===== src/sv/weather_sensor_hub_slave_core_macros.svh =====
// Assertion macros for the weather sensor hub slave core.
// Included by the RTL file that carries concurrent checks; no other dependencies.
`ifndef WEATHER_SENSOR_HUB_SLAVE_CORE_MACROS_SVH
`define WEATHER_SENSOR_HUB_SLAVE_CORE_MACROS_SVH

// Same-cycle implication, disabled while reset is asserted.
`define WSHS_ASSERT_NOW(label, clk, rst_n, ante, cons, msg) \
    label: assert property (@(posedge clk) disable iff (!(rst_n)) (ante) |-> (cons)) \
        else $error(msg);

// Next-cycle implication, disabled while reset is asserted.
`define WSHS_ASSERT_NEXT(label, clk, rst_n, ante, cons, msg) \
    label: assert property (@(posedge clk) disable iff (!(rst_n)) (ante) |=> (cons)) \
        else $error(msg);

`endif


===== src/sv/wshs_pkg.sv =====
// Shared types, codes and helpers for the weather sensor hub slave core.
// No dependencies; compiled first.
package wshs_pkg;

    typedef enum logic [2:0] {
        ACT_PIN    = 3'd0,
        ACT_WINDOW = 3'd1,
        ACT_LOG    = 3'd2,
        ACT_LIGHT  = 3'd3,
        ACT_CMD    = 3'd4,
        ACT_READ   = 3'd5
    } t_action;

    localparam logic [7:0] CMD_BURST   = 8'h23;
    localparam logic [7:0] CMD_RAIN    = 8'h24;
    localparam logic [7:0] CMD_LASTPOS = 8'h21;
    localparam logic [7:0] CMD_READY   = 8'h01;
    localparam logic [7:0] CMD_CLEAR   = 8'hAA;
    localparam logic [7:0] BLOCK_MARK  = 8'hC0;
    localparam logic [7:0] BLOCK_MASK  = 8'h3F;
    localparam logic [7:0] ERASED_BYTE = 8'hFF;

    // vane bands, inclusive
    localparam logic [9:0] SEC1_LO = 10'd70;
    localparam logic [9:0] SEC1_HI = 10'd116;
    localparam logic [9:0] SEC2_LO = 10'd163;
    localparam logic [9:0] SEC2_HI = 10'd209;
    localparam logic [9:0] SEC3_LO = 10'd318;
    localparam logic [9:0] SEC3_HI = 10'd364;
    localparam logic [9:0] SEC4_LO = 10'd489;
    localparam logic [9:0] SEC4_HI = 10'd535;

    function automatic logic [2:0] sector_of(input logic [9:0] s, input logic [2:0] old);
        logic [2:0] r;
        r = old;
        if (s >= SEC1_LO && s <= SEC1_HI) r = 3'd1;
        else if (s >= SEC2_LO && s <= SEC2_HI) r = 3'd2;
        else if (s >= SEC3_LO && s <= SEC3_HI) r = 3'd3;
        else if (s >= SEC4_LO && s <= SEC4_HI) r = 3'd4;
        return r;
    endfunction

endpackage


===== src/sv/wshs_if.sv =====
// Valid/ready channel interfaces for the weather sensor hub slave core.
// Standalone; used by the top level ports.
interface wshs_in_if;
    logic       valid;
    logic       ready;
    logic [2:0] action;
    logic       wind_level;
    logic       rain_level;
    logic [9:0] direction_sample;
    logic [7:0] command_byte;

    modport source (output valid, action, wind_level, rain_level, direction_sample,
                    command_byte, input ready);
    modport sink   (input valid, action, wind_level, rain_level, direction_sample,
                    command_byte, output ready);
endinterface

interface wshs_out_if;
    logic       valid;
    logic       ready;
    logic [7:0] data_byte;
    logic       last_byte;

    modport source (output valid, data_byte, last_byte, input ready);
    modport sink   (input valid, data_byte, last_byte, output ready);
endinterface


===== src/sv/weather_sensor_hub_slave_core.sv =====
// Weather sensor hub slave core: top level, sequencer and sensor state.
// Uses wshs_pkg, wshs_if.sv, wshs_log_ram and the assertion macro header.
//
// One item is taken at a time. Pin samples, window ends, lightning events and
// command writes finish in the cycle they are accepted. A log tick writes the
// speed byte at acceptance and the sector byte in state S_LOG2: both go through
// the single write port of the log memory one after the other. A read request
// sends its reply bytes one at a time (none for an unknown command, 1, 2 or 5
// for the short replies, BLOCK_BYTES (12 by default) for a log block); blocks
// stream one byte a cycle while the output is not stalled, because the memory
// read for the next byte is issued while the current one is handed out.
// The log reads as 0xFF after reset and after a clear command without any
// sweep of the memory: a fill mark records how much of the log has been
// written since, and bytes beyond it read as erased. No clearing pass runs.
`include "weather_sensor_hub_slave_core_macros.svh"

module weather_sensor_hub_slave_core import wshs_pkg::*; #(
    parameter int LOG_BYTES   = 384,
    parameter int BLOCK_BYTES = 12
) (
    input  logic  i_clk,
    input  logic  i_rst_n,
    wshs_in_if.sink    i_in,
    wshs_out_if.source o_out
);

    localparam int AW  = $clog2(LOG_BYTES);
    localparam int WPW = $clog2(LOG_BYTES + 2);       // holds position + 2
    localparam int PW  = $clog2(64 * BLOCK_BYTES);    // any block byte position
    localparam int BIW = $clog2(BLOCK_BYTES);
    localparam logic [WPW-1:0] LOG_END  = WPW'(LOG_BYTES);
    localparam logic [PW-1:0]  BLK_SIZE = PW'(BLOCK_BYTES);
    localparam logic [BIW-1:0] BLK_LAST = BIW'(BLOCK_BYTES - 1);

    typedef enum logic [1:0] {
        S_IDLE,
        S_LOG2,
        S_BLK,
        S_SCAL
    } t_state;

    t_state         r_state;

    // sensor and command state
    logic [7:0]     r_cmd;
    logic [WPW-1:0] r_wp;
    logic [WPW-1:0] r_last_pos;
    logic [WPW-1:0] r_fill;       // log positions below this hold written data
    logic [7:0]     r_speed;
    logic [2:0]     r_sector;
    logic [15:0]    r_rain;
    logic [7:0]     r_lightning;
    logic           r_ready;
    logic [7:0]     r_win_wind;
    logic [7:0]     r_win_rain;
    logic           r_wind_high;
    logic           r_rain_high;

    // sequencer working registers
    logic [WPW-1:0] r_pend;       // second byte position of a log tick
    logic [PW-1:0]  r_blk_pos;
    logic [BIW-1:0] r_blk_idx;
    logic [2:0]     r_scal_idx;

    // output register
    logic           r_out_valid;
    logic [7:0]     r_out_data;
    logic           r_out_last;

    logic           in_acc;
    logic           out_free;
    logic           out_take;
    logic           out_load;
    logic           is_block;
    logic [PW-1:0]  blk_start;
    logic           blk_last;
    logic [PW-1:0]  blk_next;
    logic [WPW-1:0] wp_adv;
    logic [WPW-1:0] wp_cap;

    logic           ram_we;
    logic [AW-1:0]  ram_waddr;
    logic [7:0]     ram_wdata;
    logic           ram_re;
    logic [AW-1:0]  ram_raddr;
    logic [7:0]     ram_rdata;

    logic [7:0]     scal_byte;
    logic [2:0]     scal_len;
    logic           scal_known;

    assign i_in.ready      = (r_state == S_IDLE);
    assign in_acc          = i_in.valid && i_in.ready;
    assign out_free        = !r_out_valid || o_out.ready;
    assign out_take        = r_out_valid && o_out.ready;
    // a reply byte enters the output register this cycle
    assign out_load        = ((r_state == S_BLK) || (r_state == S_SCAL)) && out_free;
    assign o_out.valid     = r_out_valid;
    assign o_out.data_byte = r_out_data;
    assign o_out.last_byte = r_out_last;

    assign is_block  = ((r_cmd & BLOCK_MARK) == BLOCK_MARK);
    assign blk_start = PW'(r_cmd & BLOCK_MASK) * BLK_SIZE;
    assign blk_last  = (r_blk_idx == BLK_LAST);
    assign blk_next  = r_blk_pos + PW'(1);
    assign wp_adv    = r_wp + WPW'(2);
    assign wp_cap    = (wp_adv > LOG_END) ? LOG_END : wp_adv;

    // Log memory port control
    always_comb begin
        ram_we    = 1'b0;
        ram_waddr = '0;
        ram_wdata = r_speed;
        if (in_acc && i_in.action == ACT_LOG) begin
            ram_we    = (r_wp < LOG_END);
            ram_waddr = AW'(r_wp);
            ram_wdata = r_speed;
        end else if (r_state == S_LOG2) begin
            ram_we    = (r_pend < LOG_END);
            ram_waddr = AW'(r_pend);
            ram_wdata = {5'b0, r_sector};
        end
    end

    // Read one byte ahead: the first at acceptance, the next while handing one out.
    always_comb begin
        ram_re    = 1'b0;
        ram_raddr = '0;
        if (in_acc && i_in.action == ACT_READ && is_block) begin
            ram_re    = (blk_start < LOG_BYTES);
            ram_raddr = AW'(blk_start);
        end else if (r_state == S_BLK && out_free && !blk_last) begin
            ram_re    = (blk_next < LOG_BYTES);
            ram_raddr = AW'(blk_next);
        end
    end

    // Short replies: byte by index for the latched command.
    always_comb begin
        scal_byte  = CMD_CLEAR;
        scal_len   = 3'd1;
        scal_known = 1'b1;
        unique case (r_cmd)
            CMD_BURST: begin
                scal_len = 3'd5;
                case (r_scal_idx)
                    3'd0:    scal_byte = r_speed;
                    3'd1:    scal_byte = {5'b0, r_sector};
                    3'd2:    scal_byte = r_rain[7:0];
                    3'd3:    scal_byte = r_rain[15:8];
                    default: scal_byte = r_lightning;
                endcase
            end
            CMD_RAIN: begin
                scal_len  = 3'd2;
                scal_byte = (r_scal_idx == 3'd0) ? r_rain[7:0] : r_rain[15:8];
            end
            CMD_LASTPOS: begin
                scal_len  = 3'd2;
                scal_byte = (r_scal_idx == 3'd0) ? 8'(16'(r_last_pos))
                                                 : 8'(16'(r_last_pos) >> 8);
            end
            CMD_READY: begin
                scal_byte = {7'b0, r_ready};
            end
            CMD_CLEAR: begin
                scal_byte = CMD_CLEAR;
            end
            default: begin
                scal_known = 1'b0;
            end
        endcase
    end

    always_ff @(posedge i_clk) begin
        if (!i_rst_n) begin
            r_state     <= S_IDLE;
            r_cmd       <= '0;
            r_wp        <= '0;
            r_last_pos  <= '0;
            r_fill      <= '0;
            r_speed     <= '0;
            r_sector    <= '0;
            r_rain      <= '0;
            r_lightning <= '0;
            r_ready     <= 1'b0;
            r_win_wind  <= '0;
            r_win_rain  <= '0;
            r_wind_high <= 1'b0;
            r_rain_high <= 1'b0;
            r_pend      <= '0;
            r_blk_pos   <= '0;
            r_blk_idx   <= '0;
            r_scal_idx  <= '0;
            r_out_valid <= 1'b0;
            r_out_data  <= '0;
            r_out_last  <= 1'b0;
        end else begin
            if (out_take && !out_load) begin
                r_out_valid <= 1'b0;
            end
            unique case (r_state)
                S_IDLE: begin
                    if (in_acc) begin
                        case (i_in.action)
                            ACT_PIN: begin
                                // falling edge = low after a high was seen
                                if (i_in.wind_level) begin
                                    r_wind_high <= 1'b1;
                                end else if (r_wind_high) begin
                                    r_wind_high <= 1'b0;
                                    r_win_wind  <= r_win_wind + 8'd1;
                                end
                                if (i_in.rain_level) begin
                                    r_rain_high <= 1'b1;
                                end else if (r_rain_high) begin
                                    r_rain_high <= 1'b0;
                                    r_win_rain  <= r_win_rain + 8'd1;
                                end
                            end
                            ACT_WINDOW: begin
                                r_sector    <= sector_of(i_in.direction_sample, r_sector);
                                r_speed     <= r_win_wind;
                                r_rain      <= r_rain + 16'(r_win_rain);
                                r_win_wind  <= '0;
                                r_win_rain  <= '0;
                                r_wind_high <= 1'b0;
                                r_rain_high <= 1'b0;
                            end
                            ACT_LOG: begin
                                // speed byte written this cycle, sector byte next
                                r_pend     <= r_wp + WPW'(1);
                                r_last_pos <= wp_adv;
                                r_wp       <= (wp_adv >= LOG_END) ? '0 : wp_adv;
                                if (wp_cap > r_fill) begin
                                    r_fill <= wp_cap;
                                end
                                r_ready    <= 1'b1;
                                r_speed    <= '0;
                                r_state    <= S_LOG2;
                            end
                            ACT_LIGHT: begin
                                r_lightning <= r_lightning + 8'd1;
                            end
                            ACT_CMD: begin
                                r_cmd <= i_in.command_byte;
                            end
                            ACT_READ: begin
                                if (is_block) begin
                                    r_blk_pos <= blk_start;
                                    r_blk_idx <= '0;
                                    r_state   <= S_BLK;
                                end else if (scal_known) begin
                                    r_scal_idx <= '0;
                                    r_state    <= S_SCAL;
                                    if (r_cmd == CMD_CLEAR) begin
                                        // erase by dropping the fill mark
                                        r_fill      <= '0;
                                        r_wp        <= '0;
                                        r_rain      <= '0;
                                        r_lightning <= '0;
                                    end
                                end
                            end
                            default: begin
                            end
                        endcase
                    end
                end
                S_LOG2: begin
                    r_state <= S_IDLE;
                end
                S_BLK: begin
                    if (out_free) begin
                        r_out_valid <= 1'b1;
                        r_out_data  <= (r_blk_pos < r_fill) ? ram_rdata : ERASED_BYTE;
                        r_out_last  <= blk_last;
                        if (blk_last) begin
                            r_state <= S_IDLE;
                        end else begin
                            r_blk_pos <= blk_next;
                            r_blk_idx <= r_blk_idx + BIW'(1);
                        end
                    end
                end
                S_SCAL: begin
                    if (out_free) begin
                        r_out_valid <= 1'b1;
                        r_out_data  <= scal_byte;
                        r_out_last  <= (r_scal_idx == scal_len - 3'd1);
                        if (r_scal_idx == scal_len - 3'd1) begin
                            r_state <= S_IDLE;
                        end else begin
                            r_scal_idx <= r_scal_idx + 3'd1;
                        end
                    end
                end
                default: begin
                    r_state <= S_IDLE;
                end
            endcase
        end
    end

    wshs_log_ram #(
        .DEPTH (LOG_BYTES),
        .AW    (AW)
    ) u_log_ram (
        .i_clk   (i_clk),
        .i_we    (ram_we),
        .i_waddr (ram_waddr),
        .i_wdata (ram_wdata),
        .i_re    (ram_re),
        .i_raddr (ram_raddr),
        .o_rdata (ram_rdata)
    );

    // Fill mark never passes the log end, and the write pointer stays inside it.
    `WSHS_ASSERT_NOW(a_fill_bounds, i_clk, i_rst_n, 1'b1, (r_wp <= r_fill) && (r_fill <= LOG_END), "log fill mark out of bounds")
    // No memory write outside the log.
    `WSHS_ASSERT_NOW(a_write_in_range, i_clk, i_rst_n, ram_we, (ram_waddr < LOG_BYTES), "log write beyond capacity")
    // After the second log byte is written, the sequencer is back in S_IDLE on the next cycle.
    `WSHS_ASSERT_NEXT(a_log2_once, i_clk, i_rst_n, (r_state == S_LOG2), (r_state == S_IDLE), "log tick overran two cycles")
    // A read with a block command starts the block stream.
    `WSHS_ASSERT_NEXT(a_block_start, i_clk, i_rst_n, (in_acc && i_in.action == ACT_READ && is_block), (r_state == S_BLK && r_blk_idx == '0), "block read did not start")

endmodule


===== src/sv/wshs_log_ram.sv =====
// Log byte store: one write port, one read port, registered read data.
// No dependencies.
module wshs_log_ram #(
    parameter int DEPTH = 384,
    parameter int AW    = 9
) (
    input  logic          i_clk,
    input  logic          i_we,
    input  logic [AW-1:0] i_waddr,
    input  logic [7:0]    i_wdata,
    input  logic          i_re,
    input  logic [AW-1:0] i_raddr,
    output logic [7:0]    o_rdata
);

    logic [7:0] r_mem [DEPTH];
    logic [7:0] r_rdata;

    always_ff @(posedge i_clk) begin
        if (i_we) begin
            r_mem[i_waddr] <= i_wdata;
        end
    end

    always_ff @(posedge i_clk) begin
        if (i_re) begin
            r_rdata <= r_mem[i_raddr];
        end
    end

    assign o_rdata = r_rdata;

endmodule

===== src/flat_wrapper.sv =====
// flat-port wrapper written by rule: the top's interface ports become plain ports
module weather_sensor_hub_slave_core_flat import wshs_pkg::*;
#(
    parameter int LOG_BYTES   = 384,
    parameter int BLOCK_BYTES = 12
)
  (i_clk, i_rst_n, i_in_valid, i_in_action, i_in_wind_level, i_in_rain_level, i_in_direction_sample, i_in_command_byte, i_in_ready, o_out_valid, o_out_data_byte, o_out_last_byte, o_out_ready);
  wshs_in_if i_in_i ();
  wshs_out_if o_out_i ();
  input  logic i_clk;
  input  logic i_rst_n;
  input wire logic [$bits(i_in_i.valid)-1:0] i_in_valid;
  input wire logic [$bits(i_in_i.action)-1:0] i_in_action;
  input wire logic [$bits(i_in_i.wind_level)-1:0] i_in_wind_level;
  input wire logic [$bits(i_in_i.rain_level)-1:0] i_in_rain_level;
  input wire logic [$bits(i_in_i.direction_sample)-1:0] i_in_direction_sample;
  input wire logic [$bits(i_in_i.command_byte)-1:0] i_in_command_byte;
  output wire logic [$bits(i_in_i.ready)-1:0] i_in_ready;
  output wire logic [$bits(o_out_i.valid)-1:0] o_out_valid;
  output wire logic [$bits(o_out_i.data_byte)-1:0] o_out_data_byte;
  output wire logic [$bits(o_out_i.last_byte)-1:0] o_out_last_byte;
  input wire logic [$bits(o_out_i.ready)-1:0] o_out_ready;
  assign i_in_i.valid = i_in_valid;
  assign i_in_i.action = i_in_action;
  assign i_in_i.wind_level = i_in_wind_level;
  assign i_in_i.rain_level = i_in_rain_level;
  assign i_in_i.direction_sample = i_in_direction_sample;
  assign i_in_i.command_byte = i_in_command_byte;
  assign i_in_ready = i_in_i.ready;
  assign o_out_valid = o_out_i.valid;
  assign o_out_data_byte = o_out_i.data_byte;
  assign o_out_last_byte = o_out_i.last_byte;
  assign o_out_i.ready = o_out_ready;
  weather_sensor_hub_slave_core #(.LOG_BYTES(LOG_BYTES), .BLOCK_BYTES(BLOCK_BYTES)) u_core (.i_clk(i_clk), .i_rst_n(i_rst_n), .i_in(i_in_i), .o_out(o_out_i));
endmodule

===== config.mk =====
export PLATFORM = sky130hd
export DESIGN_NAME = weather_sensor_hub_slave_core_flat
export DESIGN_NICKNAME = d
export VERILOG_FILES = /design/src/sv/wshs_pkg.sv /design/src/sv/wshs_if.sv /design/src/sv/weather_sensor_hub_slave_core.sv /design/src/sv/wshs_log_ram.sv /design/src/flat_wrapper.sv
export VERILOG_INCLUDE_DIRS = /design/src /design/src/sv
export SDC_FILE = /design/constraint.sdc
export NUM_CORES = 2
export LEC_CHECK = 0
export BUFFER_PORTS_ARGS = -buffer_cell sky130_fd_sc_hd__buf_4
export CAP_MARGIN = 20
export CORE_ASPECT_RATIO = 1.5
export CORE_UTILIZATION = 45
export DETAILED_ROUTE_END_ITERATION = 16
export PLACE_DENSITY = 0.65
export SETUP_SLACK_MARGIN = 0.3
export SKIP_CTS_REPAIR_TIMING = 1
export SLEW_MARGIN = 20
export SYNTH_ARGS = -nofsm -noshare
export SYNTH_HDL_FRONTEND = slang
export SYNTH_SLANG_ARGS = --single-unit

===== constraint.sdc =====
create_clock -name i_clk -period 17.2 [get_ports i_clk]
set_clock_uncertainty 0.2 [all_clocks]
set_input_delay 1.72 -clock i_clk [delete_from_list [all_inputs] [get_ports i_clk]]
set_output_delay 1.72 -clock i_clk [all_outputs]
set_load 0.02 [all_outputs]

---- After elaboration in Yosys (flattened, before gate mapping) ----
Memories as Yosys holds them, arrays and structs flattened. A register that Yosys moved wholly into a read port is not among the register bits.
Cells that the tools add are included.
storage, ports and cells
  RAM bits ................................ 3072
  logic and storage cells ................. 224
  output and inout port bits .............. 11
  memories ................................ 1
  register bits ........................... 127
memories
  name                    depth  width  rd ports  clocked after memory_dff  wr ports  line                text
  u_core.u_log_ram.r_mem  384    8      1         1                         1         wshs_log_ram.sv:16  logic [7:0] r_mem [DEPTH];
cells by class
  $lt $le $gt $ge ......................... 16
  multiplexer cells ....................... 87
  reductions and logical operators ........ 48
  multipliers ............................. 1
  eq/ne operators ......................... 40
  add/sub/neg operators ................... 10
operators by type and width
  kind                 count
  $mux 8               14
  $mux 9               10
  $pmux 8 s2           5
  $pmux 8 s4           2
  $mux 10              5
  $mux 16              3
  $pmux 9 s2           2
  $pmux 16 s2          1
  $mux 3               10
  $ne 2x2->1 const B   13
  $add 8x1->8 const B  3
  $eq 8x6->1 const B   3
  $reduce_and 6->1     4
  $reduce_and 7->1     3
  $ge 10x9->1 const B  2
  $lt 10x9->1 const B  2
  $mux 4               5
  $pmux 10 s2          1
  $lt 9x9->1 const B   2
  $add 16x8->16        1
  $reduce_bool 2->1    8
  $reduce_and 3->1     5
  $mux 1               14
  $mux 2               7
  other kinds (44)     77

---- Logic depth before layout (Yosys ltp) ----
  depth after elaboration ................. 8
  gate-level depth with buffers ........... 20

---- By module ----
From an unflattened synthesis, not the netlist that was laid out.
unflattened totals
  cell total of the unflattened synthesis .. 6349
  area total of the unflattened synthesis .. 126966.8 µm²
modules (own cells, without submodules)
  module                         area an instance (µm²)  instances  sequential area each (µm²)  cells each
  wshs_log_ram                   119502.1                1          92488.7                     5415
  weather_sensor_hub_slave_core  7464.7                  1          2482.4                      934

---- Worst setup path before layout ----
Ideal clock, no wire load.
  kind .................................... reg2reg
  start ................................... register u_core.r_state[0]
  end ..................................... memory u_core.u_log_ram.r_mem[0][3], data pin
  path buffers ............................ 2
  setup time .............................. 2.086 ns
  clock period less this slack ............ 12.460 ns
  path slack .............................. 4.740 ns
  data arrival time ....................... 10.174 ns
  cell stages (with the launch flop) ...... 6
  cell sequence ........................... dfxtp_1 > buf_2 > inv_1 > nor2_1 > clkbuf_1 > nor2b_1
on the way
  cells in the longest elaborated chain, start to end .. 4
  elaborated cells between the ends (all ways) .. 6
  classes of those cells .................. eq/ne (1); mux (2); reduce/logical (3)
RTL lines
  element                   line                                  text
  start: declaration        weather_sensor_hub_slave_core.sv:42   t_state r_state;
  start signal: assignment  weather_sensor_hub_slave_core.sv:177  r_state <= S_IDLE;
  start signal: assignment  weather_sensor_hub_slave_core.sv:240  r_state <= S_LOG2;
  start signal: assignment  weather_sensor_hub_slave_core.sv:252  r_state <= S_BLK;
  $logic_not 2->1           weather_sensor_hub_slave_core.sv:92   assign i_in.ready = (r_state == S_IDLE);
  $logic_and 1x1->1         weather_sensor_hub_slave_core.sv:93   assign in_acc = i_in.valid && i_in.ready;
  $logic_and 1x1->1         weather_sensor_hub_slave_core.sv:114  if (in_acc && i_in.action == ACT_LOG) begin
  $mux 8 (*)                weather_sensor_hub_slave_core.sv:114
  net u_core.ram_wdata[3]   weather_sensor_hub_slave_core.sv:83   logic [7:0] ram_wdata;
  end: declaration          wshs_log_ram.sv:16
Mark *: on every way through the listed nets, which the timed path passes. The rest lies on a longest branch.

---- Worst setup path in the final report ----
  start ................................... register u_core.r_blk_pos[0]
  end ..................................... register u_core.u_log_ram.r_rdata[4], in the netlist u_core.u_log_ram.o_rdata[4] (read register of u_core.u_log_ram.r_mem), data pin
on the way
  cells in the longest elaborated chain, start to end .. 4
  elaborated cells between the ends (all ways) .. 6
  classes of those cells .................. add/sub (1); order compare (1); mux (4)
RTL lines
  element                   line                                  text
  start: declaration        weather_sensor_hub_slave_core.sv:61   logic [PW-1:0] r_blk_pos;
  start signal: assignment  weather_sensor_hub_slave_core.sv:250  r_blk_pos <= blk_start;
  start signal: assignment  weather_sensor_hub_slave_core.sv:281  r_blk_pos <= blk_next;
  $add 10x1->10 (*)         weather_sensor_hub_slave_core.sv:105  assign blk_next = r_blk_pos + PW'(1);
  $lt 10x9->1               weather_sensor_hub_slave_core.sv:133  ram_re = (blk_next < LOG_BYTES);
  $mux 1                    weather_sensor_hub_slave_core.sv:132  end else if (r_state == S_BLK && out_free && !blk_last) begin
  $mux 1                    weather_sensor_hub_slave_core.sv:129  if (in_acc && i_in.action == ACT_READ && is_block) begin
  end: declaration          wshs_log_ram.sv:17                    logic [7:0] r_rdata;
Mark *: on every way between the ends. The rest lies on a longest branch, timed or not.
A chain may end at the register's enable or synchronous reset.

==> summary.md <==
| Metric | Value |
|---|---|
| Compound-gate portion of the synthesized area | `7.50%` |
| RSZ-0062 raised after global routing | `no` |
| Gr usage total | `24.3%` |
| Max IR drop VDD | `0.0816 mV` |
| CP Max Fanout | `163` |
| Most frequent CP cell | `buf_4` |
| Sw Pwr | `2.97 mW` |
| Internal power | `11.9 mW` |
| Iteration-0 DRC Markers | `9673` |
| Endpoints failing setup | `0` |
| Layout cells sized above 1 | `7.30%` |
| Total Nets Final | `9688` |
| Chip height | `660 µm` |
| CP Data Required Time | `17.74 ns` |
| Skew-Pair Late Insertion Delay | `0.88 ns` |
| CP Buf/Inv Count | `5` |
| Crit path max-delay family | `buffers and inverters` |
| Synthesis-stage register bit count | `3204` |
| Root Driver | `clkbuf_16` |
| Placer congestion estimate | `0.904` |
| DRC Markers | `0` |
| CTS clk-pin slew, worst paths | `0.07 ns` |
| Status | `completed` |
| TritonRoute pass-1 iters | `10` |
| Clock Path Buffers | `4` |
| Die boundary width | `441 µm` |
| Drt via density | `6.07` |
| Net Sw Frac | `19.9%` |
| Period minus WS final | `7.22 ns` |
| Hold Crit Class | `flip-flop to flip-flop` |
| Area share of the largest cell type after synthesis | `71.2%` |
| H-tree Lvls | `5` |
| Initial Util | `45.3%` |
| Grt ovf | `0` |
| Xor/xnor share of the synthesized area | `0.330%` |
| Final HPWL DP | `211 mm` |
| Largest net degree at the start of global routing | `210` |
| CP Cell Sequence | `ha_2 -> inv_1 -> nor4_4 -> buf_4 -> buf_12 -> buf_4 -> buf_4 -> nand2_1 -> and3_1 -> a311oi_1 -> a31oi_1 -> a32oi_1 -> nand3_1 -> and4_1 -> nand4_1` |
| Pre-CTS setup slack | `9.36 ns` |
| Vias in the first global route | `80400` |
| Main synth FF type | `edfxtp_1` |
| Simple-Gate Fraction of Synth Area | `13.9%` |
| CTS Sinks | `3204` |
| WP data arrival | `7.76 ns` |
| Mapped Nets | `9906` |
| Setup CP Type | `flip-flop to flip-flop` |
| # port buffers | `37` |
| Post-Syn Instances | `9826` |
| Placed Area | `134000 µm²` |
| Via count | `82500` |
| Final period util | `42.0%` |
| Power density cells | `105 nW/µm²` |
| Worst Setup End Kind | `flip-flop` |
| Fill count | `24200` |
| Largest area contributor in the netlist | `edfxtp_1` |
| Max-Cap Viols | `0` |
| Syn. warnings | `0` |
| Mux cell area share after synthesis | `2.25%` |
| Slowest CP cell | `buf_4` |
| Hold slack | `0.265 ns` |
| Most common cell after layout, fill and taps aside | `edfxtp_1` |
| Slew HR | `17.5%` |
| Antenna violations before repair | `14` |
| Adder-cell share of the synthesized area | `0.522%` |
| Startpoint class of the critical path | `flip-flop` |
| Gate power share | `1.4%` |
| Synth Cell Area | `130000 µm²` |
| Fin worst setup slack | `9.98 ns` |
| Area Overhead vs Synth | `9.59%` |
| Critical Path Max Stage Delay | `0.84 ns` |
| Total power draw | `14.9 mW` |
| First-pass GRT wire length | `529 mm` |
| Ranking of synthesized cells by area | `edfxtp_1 (71%), nand2_1 (6.9%), nand3_1 (3.3%)` |
| Sequential area share after synthesis | `73.1%` |
| Setup_tns | `0 ns` |
| Maximum clock rate | `0.138 GHz` |
| Worst Max-Slew Pin Slew | `1.23 ns` |
| Final core utilization | `49.6%` |
| Clock buffer count from CTS | `286` |
| DRT Wirelength | `362 mm` |
| Clk pwr share | `42.0%` |
| Routed len/inst | `26.6 µm` |
| Antenna Nets Post-Route | `0` |
| Avg Inst Size Synth | `13.2 µm²` |
| Final max-slew violation count | `0` |
| Core Region | `287000 µm²` |
| Finished Layout Cells | `13600` |
| DP Cell Count | `13100` |
| Main combinational cell family by area after synthesis | `simple AND/OR/NAND/NOR gates` |
| Number of synthesized flops with an enable pin | `3080` |
| Pleak | `48.1 nW` |
| Finished Cell Area | `142000 µm²` |
| IO Pins | `38` |
| DIE AREA | `291000 µm²` |
| Ys async rst share | `0%` |
| Flop2flop setup slack | `9.98 ns` |
| CTS tree | `yes` |
| Distinct cell type count of the synthesized netlist | `81` |
| FP Rows | `241` |
| Commonest non-fill, non-tap cells in the layout | `edfxtp_1 (3080), nand2_1 (2364), nand3_1 (850)` |
| Final hold vios | `0` |
| Reg power frac | `56.6%` |
## worst register-to-register path: cells and delay by family, from the launching register on
family,cells,cell delay [ns]
buffers and inverters,5,3.40
and+or+nand+nor,6,1.91
AOI/OAI and AO/OA,3,0.73
DFF,1,0.46
adders and majority gates,1,0.38
## worst paths after layout
| kind | endpoint | startpoint | cells after the start |
|---|---|---|---|
| hold reg to reg | u_core.r_fill[3] | u_core.r_fill[3] | 2 |
| hold / removal | u_core.r_fill[3] | u_core.r_fill[3] | 2 |
| setup reg to reg | u_core.u_log_ram.o_rdata[4] | u_core.r_blk_pos[0] | 15 |
| setup / recovery | u_core.u_log_ram.o_rdata[4] | u_core.r_blk_pos[0] | 15 |
## area by class of cell
cell class | count | area, µm² | share of cell area [%]
Multi-Input combinational cell | 5895 | 32100 | 22.6
Tap cell | 3766 | 4710 | 3.31
Antenna cell | 12 | 30.0 | 0.0211
Clock buffer | 349 | 7510 | 5.27
Sequential cell | 3204 | 95000 | 66.7
Inverter | 43 | 161 | 0.113
Timing Repair Buffer | 178 | 1590 | 1.12
Clock inverter | 143 | 1290 | 0.909
## synthesized netlist by cell type (all sizes together), types with 33 or more instances
library cell	instances
a211oi	76
a21oi	401
a221oi	122
a22oi	87
a311oi	163
a31oi	172
a32oi	88
and3	153
buf	398
clkbuf	286
dfxtp	124
edfxtp	3080
ha	51
inv	42
mux2i	67
mux4	95
nand2	2379
nand3	852
nand4	33
nor2	534
nor2b	74
nor3	71
o21ai	59
o22ai	55
or3	37
## state kept, by name, summed over array words and instances, names as in the netlist, 9 cells and up
signal / count
u_core.r_blk_pos: 10
u_core.r_pend: 9
u_core.r_fill: 9
u_core.u_log_ram.r_mem: 3072
u_core.r_rain: 16
## layer usage
layer  track usage (%)  wire length [µm]
met5                 0                48
met4              14.2             23600
met3              3.47             26900
met2              41.2            180000
met1              29.5            131000
## kinds of logic (layout without fill, tap and decap cells)
logic type | after synthesis | count (layout)
xor+xnor | 49 | 49
mux | 172 | 172
simple gates | 4223 | 4223
compound gates | 1397 | 1397
fa+ha+maj | 53 | 53
flops | 3204 | 3204
other cells | 1 | 13
buf+inv | 727 | 713
## power groups by stage
stage | registers (mW) | logic [mW] | clock network [mW]
floorplan | 8.59 | 0.131 | 0
finish | 8.43 | 0.212 | 6.26
detailed placement | 8.60 | 0.209 | 0
CTS | 8.43 | 0.210 | 6.32
global placement | 8.60 | 0.206 | 0
global route | 8.42 | 0.226 | 6.58
Power figures use the tool's default switching activity.
